===== src/hw/rtl/tsp_pkg.sv =====
// Shared types and constants for the two-sum pair finder.
// Word structs, result status codes, controller states and the cell control struct.
// No dependencies; compile first.
package tsp_pkg;

	localparam int MAX_ITEMS_DEF = 256;
	localparam int VALUE_W       = 32;
	localparam int POS_W         = 8;
	localparam int STAT_W        = 2;

	// Result status codes
	typedef enum logic [STAT_W-1:0] {
		ST_FOUND    = 2'd0,
		ST_NO_PAIR  = 2'd1,
		ST_OVERFLOW = 2'd2
	} tsp_status_t;

	// Controller states
	typedef enum logic [1:0] {
		S_IDLE,
		S_SEARCH,
		S_FINISH
	} tsp_state_t;

	// Input word
	typedef struct packed {
		logic signed [VALUE_W-1:0] value;
		logic                      last;
	} tsp_item_t;

	// Result word
	typedef struct packed {
		logic [STAT_W-1:0] status;
		logic [POS_W-1:0]  first_position;
		logic [POS_W-1:0]  second_position;
	} tsp_result_t;

	// Control broadcast to every cell of the chain
	typedef struct packed {
		logic shift;
		logic tok_clear;
	} tsp_cell_ctrl_t;

endpackage


===== src/hw/rtl/tsp_cell.sv =====
// One cell of the pair finder chain: a stored value, a search token and a compare.
// Values shift towards older cells on a store; the token walks one cell per cycle.
// Depends on tsp_pkg.
module tsp_cell
	import tsp_pkg::*;
(
	input  logic               clk,
	input  logic               arst_n,
	input  tsp_cell_ctrl_t     ctrl,
	input  logic [VALUE_W-1:0] data_in,
	input  logic               tok_in,
	input  logic [VALUE_W-1:0] need,
	output logic [VALUE_W-1:0] data_out,
	output logic               tok_out,
	output logic               hit
);

	logic [VALUE_W-1:0] data_q;
	logic               tok_q;

	// Take the neighbour's value when the chain shifts
	always_ff @(posedge clk) begin
		if (ctrl.shift) begin
			data_q <= data_in;
		end
	end

	// Pass the search token along, drop it when the search ends
	always_ff @(posedge clk or negedge arst_n) begin
		if (!arst_n) begin
			tok_q <= 1'b0;
		end else if (ctrl.tok_clear) begin
			tok_q <= 1'b0;
		end else begin
			tok_q <= tok_in;
		end
	end

	// Flag a match while holding the token
	assign hit      = tok_q & (data_q == need);
	assign data_out = data_q;
	assign tok_out  = tok_q;

endmodule


===== config.mk =====
export PLATFORM = sky130hd
export DESIGN_NAME = tsp_cell
export DESIGN_NICKNAME = d
export VERILOG_FILES = /design/src/hw/rtl/tsp_pkg.sv /design/src/hw/rtl/tsp_cell.sv
export SDC_FILE = /design/constraint.sdc
export NUM_CORES = 1
export LEC_CHECK = 0
export ABC_AREA = 1
export BUFFER_PORTS_ARGS = -buffer_cell sky130_fd_sc_hd__buf_2
export CAP_MARGIN = 40
export CORE_UTILIZATION = 36
export CTS_CLUSTER_DIAMETER = 100
export DETAILED_ROUTE_END_ITERATION = 10
export PLACE_DENSITY = 0.73
export SYNTH_ARGS = -nofsm -noshare
export SYNTH_HDL_FRONTEND = slang
export SYNTH_SLANG_ARGS = --single-unit

===== constraint.sdc =====
create_clock -name clk -period 0.95 [get_ports clk]
set_input_delay 0.19 -clock clk [delete_from_list [all_inputs] [get_ports clk]]
set_output_delay 0.19 -clock clk [all_outputs]
set_load 0.01 [all_outputs]

[After elaboration in Yosys (flattened, before gate mapping)]
Cells that the tools add are included.
Cells by class
  eq/ne operators: 1
  multiplexer cells: 1
  bitwise gates (word level): 1
Operators by type and width (number)
  $eq 32x32->1: 1
  $and 1x1->1: 1
  $mux 1: 1
Word-level totals
  flip-flop bits (word level): 33
  input bits: 69

[Depth between registers and ports, before layout]
Gate-level depths: netlist (run 1).
  depth in word-level cells: 2
  depth in mapped cells: 8

[Least setup slack after synthesis (run 1)]
OpenSTA, ideal clock, no wires.
  path kind: register to output
  start: register data_q[27] (netlist: data_out[27])
  end: output hit
  arrival: 1042 ps
  slack: -282 ps
  cell stages (with the launch flop): 8
  cells stage by stage: edfxtp_1 inv_1 nor2_1 nor2_1 nand2_1 nor3_1 nand3_1 nor2_1
Between the ends
  longest elaborated chain between the ends: 2
Ends and longest elaborated chain
  start, declared: line tsp_cell.sv:18  | logic [VALUE_W-1:0] data_q;
  start signal, assigned: line tsp_cell.sv:24  | data_q <= data_in;
  $eq 32x32->1: line tsp_cell.sv:40  | assign hit = tok_q & (data_q == need);
  $and 1x1->1: line tsp_cell.sv:40
  end, declared: line tsp_cell.sv:15  | output logic hit
Every way passes these cells.

[Worst setup path after layout (run 1)]
  start: register data_q[5] (netlist: data_out[5])
  end: output hit
The elaborated chain is that of the path after synthesis.

==> results.md, run 1 <==
- Post-synth net total: 246
- Count of nets left with antenna violations after detail routing: 0
- Critical Path, Cell by Cell: nand2_1 > nand2_1 > nor2_2 > nand2_1 > nor2_1 > nand3_1 > nor2_2 > buf_2
- Category of the worst setup path launch point: register
- Clk buf depth: 2
- Average wire per standard cell: 10.2 um
- Starting DRC count in detailed routing: 46
- Worst path max stage delay: 0.41 ns
- Portion of the post-synthesis area used by sequential elements: 0.621
- Worst IR drop on VDD: 1.08 mV
- Detailed-route vias per instance: 4.17
- End of the worst hold path: tok_out
- Worst Path Arrival: 1.48 ns
- Antenna cell count: 0
- Maximum number of pins on one net before global-route repair: 18
- Cells after Synth: 177
- Dpl cell area: 2210 um^2
- Post-route minimum period: 1.67 ns
- TritonCTS clock tree: done
- Required time of the critical path: 0.76 ns
- Overall via count from detail_route: 1422
- Failing checks: negative setup slack
- Clock transition at the registers of the reported paths: 0.07 ns
- Post-CTS Setup Bufs: 0
- Die outline width: 68.4 um
- Number of clock sinks seen by CTS: 33
- Final Power: 3460 uW
- Final HPWL DP: 2790 um
- Die outline height: 68.4 um
- Run status: finished with violations
- Root cell of the clock tree: sky130_fd_sc_hd__clkbuf_8
- Hold Startpoint: ctrl[0]
- Number of antenna violations at the first check in global routing: 0
- DR pass1 iterations: 4
- Wire length of the first global-routing pass: 5130 um
- Final worst slack: -0.717 ns
- Class of the tightest hold or removal check: in2reg
- Residual DRC count: 0
- Number of CTS-inserted buffers: 5
- Final setup vio count: 34
- Placed insts: 332
- Mean instance size in the synthesized netlist: 8.97 um^2
- Remaining max-slew budget at the tightest pin: 0.877
- RSZ-0062 raised after global routing: true
- Endpoints failing hold: 0
- Max Freq: 600 MHz
- Setup Total Neg Slack: -3.26 ns
- Mapped Area: 1590 um^2
- Critical path's most frequent cell: sky130_fd_sc_hd__nand2_1
- Critical path's slowest cell: sky130_fd_sc_hd__edfxtp_1
- Worst-Margin Slew: 0.183 ns
- Via count of the first global-routing pass: 1296
- Areal power density over the cells: 1490 nW/um^2
- Total number of placement rows: 23
- Metal2 WL: 1680 um
- Final Hold Slack: 0.0561 ns
- Yosys cell types: 14
- Top layer used by detailed routing: met4
- Cell type group with the largest total delay on the critical path: simple AND/OR/NAND/NOR gates
- Number of warnings issued by yosys: 0
- Finished layout cell area: 2330 um^2
- Die Footprint: 4680 um^2
- Floorplan Core Area: 4120 um^2
- Ports placed on the boundary: 103
- CTS H-Tree Depth: 2
- Leakage power summed over all cells: 0.00127 uW
- P&R area growth vs syn: 46.7%
- Worst Path Buf+Inv: 1
- Max-capacitance violation count: 0
- Crit. End Element: output pin
- GRT Residual Overflow: 0
- Nets: 359
- Pins over their slew limit: 0
- Setup CP Type: reg2out
- Seq cells post-synth: 33
- Share of cells above drive strength 1: 0.402
- Gpl congestion: 0.683
- Ratio of final minimum period to clock period: 1.76
- Met1 WL: 1450 um
- Count of placed standard cells in the final layout, fillers left out: 341
- Buffers on Ports: 102
- Initial core utilization: 0.386
- Number of cells traversed by the worst hold path: 2
- Maximum fanout encountered on the critical timing path: 3
- GRT Overall Usage: 0.155
- Routed wire length on met3: 265 um
- Worst setup path start: data_out[5]
- Final WL: 3470 um
cell families (layout without fill, tap and decap cells):
family,Yosys count,in the layout,share of synthesized area
simple gates,88,88,0.217
buf+inv,42,156,0.0993
flops,33,33,0.621
xor+xnor,8,8,0.0441
compound gates,6,6,0.0189
layout make-up:
| class | count | area (um^2) |
|---|---|---|
| Tap cell | 50 | 62.6 |
| Sequential cell | 33 | 986 |
| Inverter | 42 | 158 |
| Fill cell | 384 | 1790 |
| Timing Repair Buffer | 106 | 584 |
| Clock buffer | 8 | 90.1 |
| Multi-Input combinational cell | 102 | 449 |
how the worst max path moves through the flow:
| stage | to | cells past startpoint |
|---|---|---|
| finish | hit | 8 |
| global route | hit | 8 |
| CTS | hit | 8 |
| detailed placement | hit | 8 |
| global placement | hit | 8 |
| floorplan | hit | 7 |
cells in the final DEF, fill, tap and decap left out, types with 2 or more instances in the layout:
cell,synthesis,routed
sky130_fd_sc_hd__xor2_1,3,3
sky130_fd_sc_hd__nand3_1,3,3
sky130_fd_sc_hd__o21ai_1,5,5
sky130_fd_sc_hd__inv_1,42,41
sky130_fd_sc_hd__nor3_1,2,2
sky130_fd_sc_hd__buf_2,0,100
sky130_fd_sc_hd__nand2_1,63,63
sky130_fd_sc_hd__nor2_1,17,15
sky130_fd_sc_hd__nor2_2,1,3
sky130_fd_sc_hd__edfxtp_1,32,32
sky130_fd_sc_hd__clkbuf_8,0,6
sky130_fd_sc_hd__xnor2_1,5,5
sky130_fd_sc_hd__clkbuf_1,0,2
sky130_fd_sc_hd__buf_12,0,2
sky130_fd_sc_hd__buf_6,0,3
per-stage QoR:
stage	setup slack, ns	utilization
4_1_cts	-0.728	0.565
2_1_floorplan	-0.250	-
6_report	-0.717	0.566
3_3_place_gp	-0.457	0.537
5_1_grt	-0.812	0.566
3_5_place_dp	-0.443	0.537
layer usage:
metal	vias up	track usage
met5	-	0
li1	758	-
met2	64	0.268
met3	8	0.0567
met4	0	0.0651
met1	592	0.168
synth_stat cells:
| cell type | number | share of area |
|---|---|---|
| sky130_fd_sc_hd__o21ai_1 | 5 | 0.016 |
| sky130_fd_sc_hd__nand3_1 | 3 | 0.0095 |
| sky130_fd_sc_hd__o21ai_0 | 1 | 0.0031 |
| sky130_fd_sc_hd__nor2_2 | 1 | 0.0039 |
| sky130_fd_sc_hd__dfrtp_1 | 1 | 0.016 |
| sky130_fd_sc_hd__xnor2_1 | 5 | 0.028 |
| sky130_fd_sc_hd__nor2_1 | 17 | 0.040 |
| sky130_fd_sc_hd__xor2_1 | 3 | 0.017 |
| sky130_fd_sc_hd__or2_2 | 1 | 0.0039 |
| sky130_fd_sc_hd__nand2_1 | 63 | 0.15 |
| sky130_fd_sc_hd__edfxtp_1 | 32 | 0.61 |
| sky130_fd_sc_hd__nor3_1 | 2 | 0.0063 |
| sky130_fd_sc_hd__nand2_2 | 1 | 0.0039 |
| sky130_fd_sc_hd__inv_1 | 42 | 0.099 |
sequential cells by signal, summed over array words and instances (netlist names):
signal    cells
tok_out       1
data_out     32
power breakdown:
part	internal [uW]	switching, uW	leakage, uW
clock network	590	471	0.0000455
logic	303	298	0.000895
registers	1730	71.3	0.000326
what timing repair did:
item,CTS,global route
setup endpoints to repair,34,34
pin swaps,6,3
resized for setup,3,2
hold endpoints to repair,1,0
hold buffers,1,0
Power figures use the tool's default switching activity.
==> run 2, diff against run 1 <==
Settings changed: ABC_AREA 1 to default, CORE_UTILIZATION 36 to 35, PLACE_DENSITY 0.73 to 0.75.
==> results.md, run 2 <==
- Average wire per standard cell: 12.4 um
- Flip-flop cell with the highest count after synthesis: sky130_fd_sc_hd__edfxtp_1
- Remaining max-slew budget at the tightest pin: 0.799
- Most common cell in the synthesized netlist: sky130_fd_sc_hd__edfxtp_1
- Cell type group with the largest total delay on the critical path: simple AND/OR/NAND/NOR gates
- Leading cell type in the layout, fill and taps excluded: sky130_fd_sc_hd__buf_2
- Final Hold Slack: 0.0761 ns
- Grt met3 use: 0.0821
- Post-synth top cells: sky130_fd_sc_hd__edfxtp_1 (32), sky130_fd_sc_hd__xor2_1 (31), sky130_fd_sc_hd__nor4_1 (7), sky130_fd_sc_hd__nand3_1 (2)
- Wire length of the first global-routing pass: 4430 um
- Class of the tightest hold or removal check: in2reg
- Final WL: 3040 um
- Post-Place Setup Slack: -0.640 ns
- Areal power density over the cells: 1680 nW/um^2
- Crit. End Element: output pin
- Clock transition at the registers of the reported paths: 0.07 ns
- Category of the worst setup path launch point: register
- Share of cells above drive strength 1: 0.607
- Met2 track demand over resource: 0.270
- Ratio of final minimum period to clock period: 1.95
- Cell type with the largest total area after synthesis: sky130_fd_sc_hd__edfxtp_1
- Setup CP Type: reg2out
- Final setup vio count: 34
- Initial core utilization: 0.365
- Maximum fanout encountered on the critical timing path: 2
- Max-capacitance violation count: 0
- Ports placed on the boundary: 103
- Number of clock sinks seen by CTS: 33
- Worst IR drop on VDD: 1.11 mV
- Finished layout cell area: 2210 um^2
- Starting DRC count in detailed routing: 19
- End of the worst hold path: tok_out
- CTS H-Tree Depth: 2
- Failing checks: negative setup slack
- Clk buf depth: 2
- DR pass1 iterations: 4
- Worst Path Buf+Inv: 1
- Total number of placement rows: 22
- Max FFs per register: 32
- Via count of the first global-routing pass: 1115
- Top cells by area, synth: sky130_fd_sc_hd__edfxtp_1 (71%), sky130_fd_sc_hd__xor2_1 (20%), sky130_fd_sc_hd__nor4_1 (3.2%), sky130_fd_sc_hd__dfrtp_1 (1.9%), sky130_fd_sc_hd__nand3_1 (0.74%)
- Worst Path Arrival: 1.66 ns
- Seq cells post-synth: 33
- GRT Max-Usage Layer: met2
- Final worst slack: -0.904 ns
- Die outline width: 64.1 um
- Nets: 264
- Required time of the critical path: 0.76 ns
- Die Footprint: 4100 um^2
- Run status: finished with violations
- TritonCTS clock tree: done
- Portion of the post-synthesis area used by sequential elements: 0.732
- Count of nets left with antenna violations after detail routing: 0
- GRT Residual Overflow: 0
- Maximum number of pins on one net before global-route repair: 20
- Post-route minimum period: 1.85 ns
- Layout Utilization: 0.599
- Critical path's slowest cell: sky130_fd_sc_hd__edfxtp_1
- Number of CTS-inserted buffers: 5
- Worst-Margin Slew: 0.298 ns
- Final HPWL DP: 2310 um
- Number of warnings issued by yosys: 0
- Overall via count from detail_route: 1068
- Number of antenna violations at the first check in global routing: 0
- Number of cells traversed by the worst hold path: 2
- Worst path max stage delay: 0.42 ns
- P&R area growth vs syn: 64.0%
- Max Freq: 539 MHz
- Mean instance size in the synthesized netlist: 17.3 um^2
- Post-synth net total: 147
- Detailed-route vias per instance: 4.38
- Met1 Usage GRT: 0.140
- Residual DRC count: 0
- Most frequent cells in the layout: sky130_fd_sc_hd__buf_2 (93), sky130_fd_sc_hd__edfxtp_1 (32), sky130_fd_sc_hd__xor2_1 (31)
- Hold Startpoint: ctrl[0]
- GRT Overall Usage: 0.149
- Floorplan Core Area: 3690 um^2
- Fraction of registers with async set or reset after synthesis: 0.0303
- Antenna cell count: 0
- Yosys cell types: 10
- Die outline height: 64.1 um
- Buffers on Ports: 102
- Gpl congestion: 0.666
- Mapped Area: 1350 um^2
- Portion of synthesized cell area occupied by the leading cell type: 0.713
- Pins over their slew limit: 0
- Number of enable-type register cells in the synthesized netlist: 32
- Cells after Synth: 78
- Root cell of the clock tree: sky130_fd_sc_hd__clkbuf_8
- Endpoints failing hold: 0
- Critical Path, Cell by Cell: xor2_1 > nor4_1 > nand3_1 > nor3_2 > buf_2
- RSZ-0062 raised after global routing: true
- Dpl cell area: 1990 um^2
- Leakage power summed over all cells: 0.00100 uW
[run 2: cell count changes after synthesis, moves of 4 or more]
cell,delta
sky130_fd_sc_hd__nor4_1,+7
sky130_fd_sc_hd__xnor2_1,-4
sky130_fd_sc_hd__nor2_1,-17
sky130_fd_sc_hd__xor2_1,+28
sky130_fd_sc_hd__inv_1,-42
sky130_fd_sc_hd__o21ai_1,-5
sky130_fd_sc_hd__nand2_1,-63
[run 2: what timing repair did]
action,4_1_cts,5_1_grt
resized for setup,10,7
setup endpoints to repair,34,34
pin swaps,1,0
hold endpoints to repair,1,0
hold buffers,1,0
cloned,0,0
buffers inserted,5,2
[run 2: layer usage]
layer | share of wire | wire (um)
met3 | 0.13 | 405
met1 | 0.36 | 1090
met4 | 0.0043 | 13
met2 | 0.50 | 1530
met5 | 0 | 0
[run 2: how the worst max path moves through the flow]
stage	startpoint	end	slack (ns)	cells after the start
2_1_floorplan	data_out[16]	hit	-0.45	4
3_3_place_gp	data_out[1]	hit	-0.65	5
3_5_place_dp	data_out[1]	hit	-0.64	5
4_1_cts	data_out[16]	hit	-0.88	5
5_1_grt	data_out[1]	hit	-1.05	5
6_report	data_out[21]	hit	-0.90	5
[run 2: cell families (layout without fill, tap and decap cells)]
| logic type | count (synthesis) | after routing | share of synthesized area |
|---|---|---|---|
| buf+inv | 0 | 118 | 0 |
| flops | 33 | 33 | 0.732 |
| xor+xnor | 32 | 32 | 0.208 |
| simple gates | 13 | 13 | 0.0604 |
[run 2: per-stage QoR]
step	std cells	TNS (ns)	power, uW
2_1_floorplan	78	-0.446	2000
3_3_place_gp	234	-0.652	2330
3_5_place_dp	234	-0.640	2340
4_1_cts	244	-4.12	3730
5_1_grt	244	-4.99	3870
6_report	244	-3.74	3710
[run 2: power breakdown]
group | switching [uW] | leakage, uW | internal (uW)
Combinational | 254 | 0.000619 | 329
Sequential | 73.6 | 0.000326 | 1730
Clock | 475 | 0.0000585 | 855
Total | 802 | 0.00100 | 2910
[run 2: final cells by class]
type | count | area [um^2]
tap | 48 | 60.1
fill | 300 | 1480
clock inverter | 1 | 30.0
multi-input combinational | 45 | 374
timing repair buffer | 110 | 673
clock buffer | 7 | 86.3
sequential | 33 | 986
